<file path="src/rtl/background_color_estimator_defines.svh">
// Assertion macros for the background color estimator.
// Each macro samples on clk and is disabled while rst_n is low.
`ifndef BACKGROUND_COLOR_ESTIMATOR_DEFINES_SVH
`define BACKGROUND_COLOR_ESTIMATOR_DEFINES_SVH

`ifndef SYNTHESIS

// Same-cycle implication
`define BCE_ASSERT_SAME(lbl, ante, cons, msg) \
  lbl: assert property (@(posedge clk) disable iff (!rst_n) (ante) |-> (cons)) else $error(msg);

// Next-cycle implication
`define BCE_ASSERT_NEXT(lbl, ante, cons, msg) \
  lbl: assert property (@(posedge clk) disable iff (!rst_n) (ante) |=> (cons)) else $error(msg);

`else

`define BCE_ASSERT_SAME(lbl, ante, cons, msg)
`define BCE_ASSERT_NEXT(lbl, ante, cons, msg)

`endif

`endif

</file>
<file path="src/rtl/bce_pkg.sv">
package bce_pkg;

  // Field and register widths
  localparam int PIX_W   = 8;
  localparam int FW_W    = 13;
  localparam int STEP_W  = 7;
  localparam int THR_W   = 10;
  localparam int PHASE_W = 6;
  localparam int DIFF_W  = 10;
  localparam int TOT_W   = 11;

  // APB port
  localparam int DATA_W = 32;
  localparam int ADDR_W = 4;

  // Register indexes (paddr[3:2])
  localparam logic [1:0] REG_FRAME_WIDTH = 2'd0;
  localparam logic [1:0] REG_SAMPLE_STEP = 2'd1;
  localparam logic [1:0] REG_THRESHOLD   = 2'd2;

  // Register reset values
  localparam logic [FW_W-1:0]   FRAME_WIDTH_RST = 13'd640;
  localparam logic [STEP_W-1:0] SAMPLE_STEP_RST = 7'd4;
  localparam logic [THR_W-1:0]  THRESHOLD_RST   = 10'd60;

  // Algorithm constants
  localparam logic [PIX_W-1:0] REF_RESET    = 8'd160;
  localparam int               ACCEPT_LIMIT = 64;
  localparam int               STEP_LIMIT   = 64;

  // Parameter defaults
  localparam int MAX_WIDTH_DEF  = 4096;
  localparam int COUNT_BITS_DEF = 21;

  // Divider: one quotient bit per cycle
  localparam int DIV_STEPS = PIX_W;
  localparam int K_W       = $clog2(DIV_STEPS);

  // Channel select codes
  localparam logic [1:0] CH_BLUE  = 2'd0;
  localparam logic [1:0] CH_GREEN = 2'd1;
  localparam logic [1:0] CH_RED   = 2'd2;

  typedef struct packed {
    logic [FW_W-1:0]   frame_width;
    logic [STEP_W-1:0] sample_step;
    logic [THR_W-1:0]  match_threshold;
  } cfg_t;

  // Controller to datapath commands
  typedef struct packed {
    logic       accept;   // pixel transfer: capture, seed, advance position
    logic       div_load; // load divider with sum of load_ch
    logic [1:0] load_ch;
    logic       div_step; // one quotient bit
    logic       div_last; // final bit: write mean of chan
    logic [1:0] chan;
    logic       merge;    // compare pixel to means, maybe accumulate
    logic       publish;  // result to output register, update reference
  } cmd_t;

  // Datapath to controller status
  typedef struct packed {
    logic sampled; // current pixel lies on the sampling grid
  } stat_t;

endpackage

</file>
<file path="src/rtl/bce_regs.sv">
module bce_regs
  import bce_pkg::*;
(
  input  logic              clk,
  input  logic              rst_n,
  input  logic              cfg_psel,
  input  logic              cfg_penable,
  input  logic              cfg_pwrite,
  input  logic [ADDR_W-1:0] cfg_paddr,
  input  logic [DATA_W-1:0] cfg_pwdata,
  output logic [DATA_W-1:0] cfg_prdata,
  output logic              cfg_pready,
  output cfg_t              cfg
);

  logic [FW_W-1:0]   frame_width_r;
  logic [STEP_W-1:0] sample_step_r;
  logic [THR_W-1:0]  threshold_r;
  logic              wr_en;
  logic [1:0]        reg_idx;

  assign cfg_pready = 1'b1;
  assign reg_idx    = cfg_paddr[3:2];
  assign wr_en      = cfg_psel & cfg_penable & cfg_pwrite & cfg_pready;

  // Register writes
  always_ff @(posedge clk) begin
    if (!rst_n) begin
      frame_width_r <= FRAME_WIDTH_RST;
      sample_step_r <= SAMPLE_STEP_RST;
      threshold_r   <= THRESHOLD_RST;
    end else if (wr_en) begin
      unique case (reg_idx)
        REG_FRAME_WIDTH: frame_width_r <= cfg_pwdata[FW_W-1:0];
        REG_SAMPLE_STEP: sample_step_r <= cfg_pwdata[STEP_W-1:0];
        REG_THRESHOLD:   threshold_r   <= cfg_pwdata[THR_W-1:0];
        default: ;
      endcase
    end
  end

  // Read mux
  always_comb begin
    unique case (reg_idx)
      REG_FRAME_WIDTH: cfg_prdata = {{(DATA_W-FW_W){1'b0}}, frame_width_r};
      REG_SAMPLE_STEP: cfg_prdata = {{(DATA_W-STEP_W){1'b0}}, sample_step_r};
      REG_THRESHOLD:   cfg_prdata = {{(DATA_W-THR_W){1'b0}}, threshold_r};
      default:         cfg_prdata = '0;
    endcase
  end

  assign cfg.frame_width     = frame_width_r;
  assign cfg.sample_step     = sample_step_r;
  assign cfg.match_threshold = threshold_r;

endmodule

</file>
<file path="src/rtl/bce_ctrl.sv">
module bce_ctrl
  import bce_pkg::*;
(
  input  logic  clk,
  input  logic  rst_n,
  input  logic  in_tvalid,
  input  logic  in_tlast,
  output logic  in_tready,
  output logic  out_tvalid,
  input  logic  out_tready,
  input  stat_t stat,
  output cmd_t  cmd
);

  typedef enum logic [2:0] {
    ST_IDLE,
    ST_DLOAD,
    ST_DSTEP,
    ST_MERGE,
    ST_RESULT
  } state_t;

  state_t         state_r, state_nxt;
  logic [1:0]     ch_r, ch_nxt;
  logic [K_W-1:0] k_r, k_nxt;
  logic           final_r, final_nxt;  // divider pass feeds the result
  logic           last_r, last_nxt;
  logic           out_valid_r, out_valid_nxt;
  logic           k_end;

  assign k_end      = (k_r == K_W'(DIV_STEPS - 1));
  assign in_tready  = (state_r == ST_IDLE);
  assign out_tvalid = out_valid_r;

  // Next state and commands
  always_comb begin
    state_nxt     = state_r;
    ch_nxt        = ch_r;
    k_nxt         = k_r;
    final_nxt     = final_r;
    last_nxt      = last_r;
    out_valid_nxt = out_valid_r & ~out_tready;
    cmd           = '0;
    cmd.chan      = ch_r;
    cmd.load_ch   = CH_BLUE;

    unique case (state_r)
      ST_IDLE: begin
        if (in_tvalid) begin
          cmd.accept = 1'b1;
          last_nxt   = in_tlast;
          final_nxt  = ~stat.sampled;
          if (stat.sampled || in_tlast) begin
            state_nxt = ST_DLOAD;
          end
        end
      end
      ST_DLOAD: begin
        cmd.div_load = 1'b1;
        cmd.load_ch  = CH_BLUE;
        ch_nxt       = CH_BLUE;
        k_nxt        = '0;
        state_nxt    = ST_DSTEP;
      end
      ST_DSTEP: begin
        cmd.div_step = 1'b1;
        cmd.div_last = k_end;
        k_nxt        = k_r + K_W'(1);
        if (k_end) begin
          if (ch_r != CH_RED) begin
            // chain straight into the next channel
            cmd.div_load = 1'b1;
            cmd.load_ch  = ch_r + 2'd1;
            ch_nxt       = ch_r + 2'd1;
          end else if (final_r) begin
            state_nxt = ST_RESULT;
          end else begin
            state_nxt = ST_MERGE;
          end
        end
      end
      ST_MERGE: begin
        cmd.merge = 1'b1;
        if (last_r) begin
          final_nxt = 1'b1;
          state_nxt = ST_DLOAD;
        end else begin
          state_nxt = ST_IDLE;
        end
      end
      ST_RESULT: begin
        // wait until the output register is free
        if (!out_valid_r || out_tready) begin
          cmd.publish   = 1'b1;
          out_valid_nxt = 1'b1;
          state_nxt     = ST_IDLE;
        end
      end
      default: state_nxt = ST_IDLE;
    endcase
  end

  // State and registered outputs
  always_ff @(posedge clk) begin
    if (!rst_n) begin
      state_r     <= ST_IDLE;
      ch_r        <= CH_BLUE;
      k_r         <= '0;
      final_r     <= 1'b0;
      last_r      <= 1'b0;
      out_valid_r <= 1'b0;
    end else begin
      state_r     <= state_nxt;
      ch_r        <= ch_nxt;
      k_r         <= k_nxt;
      final_r     <= final_nxt;
      last_r      <= last_nxt;
      out_valid_r <= out_valid_nxt;
    end
  end

endmodule

</file>
<file path="src/rtl/bce_datapath.sv">
module bce_datapath
  import bce_pkg::*;
#(
  parameter int MAX_WIDTH  = MAX_WIDTH_DEF,
  parameter int COUNT_BITS = COUNT_BITS_DEF
) (
  input  logic             clk,
  input  logic             rst_n,
  input  cfg_t             cfg,
  input  cmd_t             cmd,
  output stat_t            stat,
  input  logic [PIX_W-1:0] in_blue,
  input  logic [PIX_W-1:0] in_green,
  input  logic [PIX_W-1:0] in_red,
  output logic [PIX_W-1:0] out_mean_blue,
  output logic [PIX_W-1:0] out_mean_green,
  output logic [PIX_W-1:0] out_mean_red,
  output logic             out_accepted
);

  localparam int SUM_W = COUNT_BITS + PIX_W;
  localparam int POS_W = $clog2(MAX_WIDTH);
  localparam int CMP_W = (POS_W + 1 > FW_W) ? POS_W + 1 : FW_W;
  localparam logic signed [TOT_W-1:0] LIM = TOT_W'(ACCEPT_LIMIT);

  function automatic logic [PIX_W-1:0] abs_diff(input logic [PIX_W-1:0] a,
                                                input logic [PIX_W-1:0] b);
    return (a > b) ? a - b : b - a;
  endfunction

  // Frame state
  logic [SUM_W-1:0]      sum_b_r, sum_g_r, sum_r_r;
  logic [COUNT_BITS-1:0] count_r;
  logic [POS_W-1:0]      pos_r;
  logic [PHASE_W-1:0]    col_ph_r, row_ph_r;
  logic                  started_r;
  logic [PIX_W-1:0]      ref_b_r, ref_g_r, ref_r_r;

  // Captured pixel and means
  logic [PIX_W-1:0] pix_b_r, pix_g_r, pix_r_r;
  logic [PIX_W-1:0] mean_b_r, mean_g_r, mean_r_r;

  // Divider
  logic [SUM_W-1:0] rem_r, dvs_r, load_sum;
  logic [PIX_W-1:0] quo_r, quo_nxt;
  logic             div_ge;

  // Output register
  logic [PIX_W-1:0] res_b_r, res_g_r, res_r_r;
  logic             res_acc_r;

  // Position and phase advance
  logic [CMP_W-1:0]  width_eff, fw_ext, pos_inc;
  logic [STEP_W-1:0] step_eff, col_ph_inc, row_ph_inc;
  logic              row_wrap;

  assign fw_ext = CMP_W'(cfg.frame_width);
  always_comb begin
    if (fw_ext == '0) begin
      width_eff = CMP_W'(1);
    end else if (fw_ext > CMP_W'(MAX_WIDTH)) begin
      width_eff = CMP_W'(MAX_WIDTH);
    end else begin
      width_eff = fw_ext;
    end
    if (cfg.sample_step == '0) begin
      step_eff = STEP_W'(1);
    end else if (cfg.sample_step > STEP_W'(STEP_LIMIT)) begin
      step_eff = STEP_W'(STEP_LIMIT);
    end else begin
      step_eff = cfg.sample_step;
    end
  end

  assign pos_inc    = {{(CMP_W-POS_W){1'b0}}, pos_r} + CMP_W'(1);
  assign row_wrap   = (pos_inc >= width_eff);
  assign col_ph_inc = {1'b0, col_ph_r} + STEP_W'(1);
  assign row_ph_inc = {1'b0, row_ph_r} + STEP_W'(1);

  assign stat.sampled = (col_ph_r == '0) && (row_ph_r == '0);

  // Divider operand select and one restoring step
  always_comb begin
    case (cmd.load_ch)
      CH_BLUE:  load_sum = sum_b_r;
      CH_GREEN: load_sum = sum_g_r;
      default:  load_sum = sum_r_r;
    endcase
  end

  assign div_ge  = (rem_r >= dvs_r);
  assign quo_nxt = {quo_r[PIX_W-2:0], div_ge};

  // Sample match test
  logic [DIFF_W-1:0] sad;
  logic              hit;

  assign sad = DIFF_W'(abs_diff(pix_b_r, mean_b_r))
             + DIFF_W'(abs_diff(pix_g_r, mean_g_r))
             + DIFF_W'(abs_diff(pix_r_r, mean_r_r));
  assign hit = (sad < cfg.match_threshold) && (count_r != '1);

  // Distance of the means from the reference color
  logic signed [TOT_W-1:0] total;
  logic                    ok;

  assign total = $signed({{(TOT_W-PIX_W){1'b0}}, mean_b_r})
               - $signed({{(TOT_W-PIX_W){1'b0}}, ref_b_r})
               + $signed({{(TOT_W-PIX_W){1'b0}}, mean_g_r})
               - $signed({{(TOT_W-PIX_W){1'b0}}, ref_g_r})
               + $signed({{(TOT_W-PIX_W){1'b0}}, mean_r_r})
               - $signed({{(TOT_W-PIX_W){1'b0}}, ref_r_r});
  assign ok = (total < LIM) && (total > -LIM);

  // Frame state and reference color
  always_ff @(posedge clk) begin
    if (!rst_n) begin
      sum_b_r   <= '0;
      sum_g_r   <= '0;
      sum_r_r   <= '0;
      count_r   <= '0;
      pos_r     <= '0;
      col_ph_r  <= '0;
      row_ph_r  <= '0;
      started_r <= 1'b0;
      ref_b_r   <= REF_RESET;
      ref_g_r   <= REF_RESET;
      ref_r_r   <= REF_RESET;
    end else begin
      if (cmd.accept) begin
        // first pixel seeds the sums
        if (!started_r) begin
          sum_b_r   <= {{(SUM_W-PIX_W){1'b0}}, in_blue};
          sum_g_r   <= {{(SUM_W-PIX_W){1'b0}}, in_green};
          sum_r_r   <= {{(SUM_W-PIX_W){1'b0}}, in_red};
          count_r   <= COUNT_BITS'(1);
          started_r <= 1'b1;
        end
        if (row_wrap) begin
          pos_r    <= '0;
          col_ph_r <= '0;
          row_ph_r <= (row_ph_inc >= step_eff) ? '0 : row_ph_inc[PHASE_W-1:0];
        end else begin
          pos_r    <= pos_r + POS_W'(1);
          col_ph_r <= (col_ph_inc >= step_eff) ? '0 : col_ph_inc[PHASE_W-1:0];
        end
      end
      if (cmd.merge && hit) begin
        sum_b_r <= sum_b_r + {{(SUM_W-PIX_W){1'b0}}, pix_b_r};
        sum_g_r <= sum_g_r + {{(SUM_W-PIX_W){1'b0}}, pix_g_r};
        sum_r_r <= sum_r_r + {{(SUM_W-PIX_W){1'b0}}, pix_r_r};
        count_r <= count_r + COUNT_BITS'(1);
      end
      if (cmd.publish) begin
        if (ok) begin
          ref_b_r <= mean_b_r;
          ref_g_r <= mean_g_r;
          ref_r_r <= mean_r_r;
        end
        sum_b_r   <= '0;
        sum_g_r   <= '0;
        sum_r_r   <= '0;
        count_r   <= '0;
        pos_r     <= '0;
        col_ph_r  <= '0;
        row_ph_r  <= '0;
        started_r <= 1'b0;
      end
    end
  end

  // Pixel capture, divider, means and result payload
  always_ff @(posedge clk) begin
    if (cmd.accept) begin
      pix_b_r <= in_blue;
      pix_g_r <= in_green;
      pix_r_r <= in_red;
    end
    if (cmd.div_load) begin
      rem_r <= load_sum;
      dvs_r <= {1'b0, count_r, {(PIX_W-1){1'b0}}};
      quo_r <= '0;
    end else if (cmd.div_step) begin
      rem_r <= div_ge ? rem_r - dvs_r : rem_r;
      dvs_r <= dvs_r >> 1;
      quo_r <= quo_nxt;
    end
    if (cmd.div_step && cmd.div_last) begin
      case (cmd.chan)
        CH_BLUE:  mean_b_r <= quo_nxt;
        CH_GREEN: mean_g_r <= quo_nxt;
        default:  mean_r_r <= quo_nxt;
      endcase
    end
    if (cmd.publish) begin
      res_b_r   <= mean_b_r;
      res_g_r   <= mean_g_r;
      res_r_r   <= mean_r_r;
      res_acc_r <= ok;
    end
  end

  assign out_mean_blue  = res_b_r;
  assign out_mean_green = res_g_r;
  assign out_mean_red   = res_r_r;
  assign out_accepted   = res_acc_r;

endmodule

</file>
<file path="src/rtl/background_color_estimator.sv">
// Pixel off the sampling grid and not last: next pixel taken right after.
// Sampled pixel: shared one-bit-per-cycle divider forms 3 means x 8 bits, then a merge.
// Last pixel: means recomputed (after the merge if sampled), then the result is registered.
// Output register lets the next frame start while a result waits on out_tready.
// Reset (rst_n, synchronous, active low): sums, count and positions clear,
// reference color 160/160/160, registers 640/4/60; no clearing pass.
`include "background_color_estimator_defines.svh"

module background_color_estimator
  import bce_pkg::*;
#(
  parameter int MAX_WIDTH  = MAX_WIDTH_DEF,
  parameter int COUNT_BITS = COUNT_BITS_DEF
) (
  input  logic                clk,
  input  logic                rst_n,
  // input pixel stream
  input  logic                in_tvalid,
  output logic                in_tready,
  input  logic [3*PIX_W-1:0]  in_tdata,   // blue, green, red
  input  logic                in_tlast,   // frame_end
  // result stream
  output logic                out_tvalid,
  input  logic                out_tready,
  output logic [3*PIX_W-1:0]  out_tdata,  // mean_blue, mean_green, mean_red
  output logic                out_tuser,  // accepted
  // configuration
  input  logic                cfg_psel,
  input  logic                cfg_penable,
  input  logic                cfg_pwrite,
  input  logic [ADDR_W-1:0]   cfg_paddr,
  input  logic [DATA_W-1:0]   cfg_pwdata,
  output logic [DATA_W-1:0]   cfg_prdata,
  output logic                cfg_pready
);

  cfg_t             cfg;
  cmd_t             cmd;
  stat_t            stat;
  logic [PIX_W-1:0] mean_b, mean_g, mean_r;

  bce_regs u_regs (
    .clk         (clk),
    .rst_n       (rst_n),
    .cfg_psel    (cfg_psel),
    .cfg_penable (cfg_penable),
    .cfg_pwrite  (cfg_pwrite),
    .cfg_paddr   (cfg_paddr),
    .cfg_pwdata  (cfg_pwdata),
    .cfg_prdata  (cfg_prdata),
    .cfg_pready  (cfg_pready),
    .cfg         (cfg)
  );

  bce_ctrl u_ctrl (
    .clk        (clk),
    .rst_n      (rst_n),
    .in_tvalid  (in_tvalid),
    .in_tlast   (in_tlast),
    .in_tready  (in_tready),
    .out_tvalid (out_tvalid),
    .out_tready (out_tready),
    .stat       (stat),
    .cmd        (cmd)
  );

  bce_datapath #(
    .MAX_WIDTH  (MAX_WIDTH),
    .COUNT_BITS (COUNT_BITS)
  ) u_datapath (
    .clk            (clk),
    .rst_n          (rst_n),
    .cfg            (cfg),
    .cmd            (cmd),
    .stat           (stat),
    .in_blue        (in_tdata[PIX_W-1:0]),
    .in_green       (in_tdata[2*PIX_W-1:PIX_W]),
    .in_red         (in_tdata[3*PIX_W-1:2*PIX_W]),
    .out_mean_blue  (mean_b),
    .out_mean_green (mean_g),
    .out_mean_red   (mean_r),
    .out_accepted   (out_tuser)
  );

  assign out_tdata = {mean_r, mean_g, mean_b};

  // Checks
  `BCE_ASSERT_NEXT(a_no_result_mid_frame, in_tvalid && in_tready && !in_tlast && !out_tvalid, !out_tvalid, "result appeared after a pixel that is not the last")
  `BCE_ASSERT_NEXT(a_publish_shows, cmd.publish, out_tvalid, "published result not presented")
  `BCE_ASSERT_SAME(a_idle_no_divide, in_tready, !cmd.div_step && !cmd.merge, "divider busy while accepting pixels")
  `BCE_ASSERT_SAME(a_cmd_exclusive, 1'b1, $onehot0({cmd.accept, cmd.div_step, cmd.merge, cmd.publish}), "conflicting datapath commands")

endmodule

</file>
<file path="config.mk">
export PLATFORM = sky130hd
export DESIGN_NAME = background_color_estimator
export DESIGN_NICKNAME = d
export VERILOG_FILES = /design/src/rtl/bce_pkg.sv /design/src/rtl/bce_regs.sv /design/src/rtl/bce_ctrl.sv /design/src/rtl/bce_datapath.sv /design/src/rtl/background_color_estimator.sv
export VERILOG_INCLUDE_DIRS = /design/src /design/src/rtl
export SDC_FILE = /design/constraint.sdc
export NUM_CORES = 1
export LEC_CHECK = 0
export BUFFER_PORTS_ARGS = -buffer_cell sky130_fd_sc_hd__buf_2
export CORE_MARGIN = 3
export CORE_UTILIZATION = 30
export DETAILED_ROUTE_END_ITERATION = 6
export HOLD_SLACK_MARGIN = 0.15
export PLACE_DENSITY = 0.47
export SYNTH_ARGS = -nofsm -noshare
export SYNTH_HDL_FRONTEND = slang
export SYNTH_SLANG_ARGS = --single-unit
</file>
<file path="constraint.sdc">
create_clock -name clk -period 11.89 [get_ports clk]
set_input_delay 1.7835 -clock clk [delete_from_list [all_inputs] [get_ports clk]]
set_output_delay 1.7835 -clock clk [all_outputs]
set_load 0.005 [all_outputs]
</file>
==> flow_metrics.tcl <==
set metrics [dict create \
    critPathArrivalTime_ns 9.06 \
    skew_ns 0.0146 \
    antenna_found_initial 4 \
    fmax_mhz 117 \
    cts_inserted_buffers 42 \
    dieArea_sq_um 74700 \
    row_count 97 \
    drive_above_1_share 0.0924 \
    relSlewSlack 0.253 \
    peakVddDrop_mv 0.143 \
    cts.path.max_buffers 3 \
    timing_hold_violations_final 0 \
    r2r_cells 28 \
    final_nets 2708 \
    cp-end-kind "flop" \
    vias_per_cell 5.12 \
    wl_microns 62800 \
    drc 0 \
    ys_top_cells_by_area "dfxtp_1 (20%), edfxtp_1 (17%), ha_1 (11%)" \
    worstSetupPathType "reg2reg" \
    cp_top_family "compound AO/OA/AOI/OAI gates" \
    cts_root_buffer "clkbuf_16" \
    timing.hold.ws_ns 0.462 \
    wl_per_cell_microns 18.5 \
    fillers 7298 \
    rsz0062_at_grt "no" \
    dp.final_hpwl_microns 45600 \
    timing.rr.end "u_datapath.sum_g_r[28]" \
    cpMostUsedCell "a21oi_1" \
    first_pass_iters 6 \
    crit_fanout 35 \
    hold_path_class "reg2reg" \
    layout_commonest_cell "nand2_1" \
    grt-ovfl-total 0 \
    yosys_warnings 0 \
    tightest_slew_ns 1.12 \
    die_width_microns 273 \
    whs_endpoint "u_datapath.out_mean_green[7]" \
    min-delay-start "u_datapath.mean_g_r[7]" \
    post_cts.repair.setup_buffers 0 \
    grt_max_degree 86 \
    cp.required_ns 12.38 \
    cts_num_sinks 335 \
    ys_types 79 \
    die_h_microns 273 \
    h-tree-depth 2 \
    fin_tns_setup_ns 0 \
    ys_ff_latch 335 \
    post_cts_resized 0 \
    synth_top_area_share 0.198 \
    setup_viol 0 \
    synthCells 2365 \
    grt_pass1_wl_microns 97200 \
    startpoint_type "flop" \
    async_flop_share 0 \
    grt_usage 0.164 \
    drv_slew 0 \
    synth-edff-count 123 \
    power.density_nw_per_um2 226 \
    yosysSeqAreaShare 0.370 \
    status "completed" \
    syn_avg_cell_area_sq_um 9.06 \
    gp_congestion 0.869 \
    period_share 0.721 \
    yosys.area.top_type "dfxtp_1" \
    rrSetupSlack_ns 3.32 \
    ctsHoldBuffers 0 \
    max_stage_delay_ns 0.82 \
    clk_pin_slew_ns 0.06 \
    cpMaxStageDelayCell "nor2_1" \
    final.min_clock_period_ns 8.57 \
    first_global_vias 17200 \
    p_leak_nw 9.59 \
    area_growth_pct 13.0 \
    path_buf_inv 2 \
    drt_iter0_markers 1120 \
    hold-path-cell-count 0 \
    rr_startpoint "u_datapath.mean_b_r[5]" \
    start_util 0.304 \
    synthFlopType "dfxtp_1" \
    coreArea_sq_um 70400 \
    netlist_area_sq_um 21400 \
    cts_tree "yes" \
    ant_nets 0 \
    dr_total_vias 17400 \
    cap_viol_max_count 0 \
    layout_common_cells "nand2_1 (256), inv_1 (213), dfxtp_1 (212), ha_1 (182), a21oi_1 (178)" \
    port_buffers 86 \
    clock_latency_ns 0.56 \
    io_pins 128 \
]
## worst max path at each step
stage	start	end	cells after the start
final	u_datapath.mean_b_r[5]	u_datapath.sum_g_r[28]	28
after global routing	u_datapath.pix_b_r[0]	u_datapath.sum_g_r[28]	31
after CTS	u_datapath.mean_b_r[5]	u_datapath.sum_g_r[28]	28
after detailed placement	u_datapath.mean_b_r[5]	u_datapath.sum_g_r[28]	28
after global placement	u_datapath.mean_b_r[5]	u_datapath.sum_g_r[28]	28
after floorplan	u_datapath.pix_g_r[0]	u_datapath.sum_r_r[23]	32
## routing by layer
metal	up-vias	routed length (microns)	GRT usage
met5	-	11	0
met4	2	1850	0.0532
met3	96	2700	0.0222
met2	348	29100	0.276
met1	8407	29100	0.218
li1	8536	-	-
## cell families after synthesis
family                   share of synthesized area
AND/OR/NAND/NOR                              0.155
AO/OA/AOI/OAI                                0.188
flip-flops                                   0.370
buffers and inverters                       0.0627
adder cells (fa/ha/maj)                      0.140
XOR/XNOR                                    0.0429
multiplexers                                0.0405
other                                     0.000351
## worst reg2reg max path: cells and delay by family (launching register included)
| kind | cells | cell delay (ns) |
|---|---|---|
| multiplexers | 1 | 0.43 |
| AO/OA/AOI/OAI | 14 | 3.66 |
| AND/OR/NAND/NOR | 4 | 1.91 |
| XOR/XNOR | 3 | 0.50 |
| adder cells (fa/ha/maj) | 4 | 1.34 |
| buffers and inverters | 2 | 0.14 |
| flip-flops | 1 | 0.52 |
## report_power, final
part / switching (mW) / total (mW) / internal, mW
Clock: 0.521 / 1.31 / 0.792
Sequential: 0.117 / 1.58 / 1.46
Combinational: 1.51 / 2.57 / 1.06
Total: 2.15 / 5.46 / 3.31
## state kept, by name, summed over array words and instances, names as in the netlist, 10 cells and up
register              cells
u_datapath.count_r       21
u_datapath.dvs_r         28
u_datapath.pos_r         12
u_datapath.rem_r         29
u_datapath.sum_b_r       29
u_datapath.sum_g_r       29
u_datapath.sum_r_r       29
u_regs.frame_width_r     13
u_regs.threshold_r       10
## synth_stat cells, drive strengths merged (21+ instances only)
master  count
edfxtp    123
nor2b      33
mux2       21
o31ai      26
nor3       42
and3       26
or3        26
o21a       25
clkbuf     82
xnor2      73
mux2i      63
a21o       51
nand2     257
o21ai      79
nor2      136
nand2b     23
nand4      26
o211ai     42
nand3      68
a21boi     32
dfxtp     212
xor2       32
fa         36
buf        34
a21oi     180
a221oi     22
ha        182
inv       213
## layout make-up
cell class                 count  area (sq um)  area share
clock buffer                  59          1240      0.0512
inverter                     213           800      0.0330
antenna                        1          2.50    0.000103
multi-input combinational   1719         12300       0.507
clock inverter                19           171     0.00708
tap                          940          1180      0.0486
sequential                   335          7940       0.328
timing repair buffer         111           618      0.0255
## metrics by stage
stage	utilization	power, mW	cells	cell area, sq um	setup slack, ns
after detailed placement	0.324	4.17	3318	22800	3.36
final	0.344	5.46	3397	24200	3.32
after CTS	0.344	5.52	3396	24200	3.35
after floorplan	-	3.50	2383	21500	5.30
after global routing	0.344	5.90	3397	24200	2.75
after global placement	0.324	4.14	3318	22800	3.43
No activity file was read; power rests on OpenSTA's default activity.
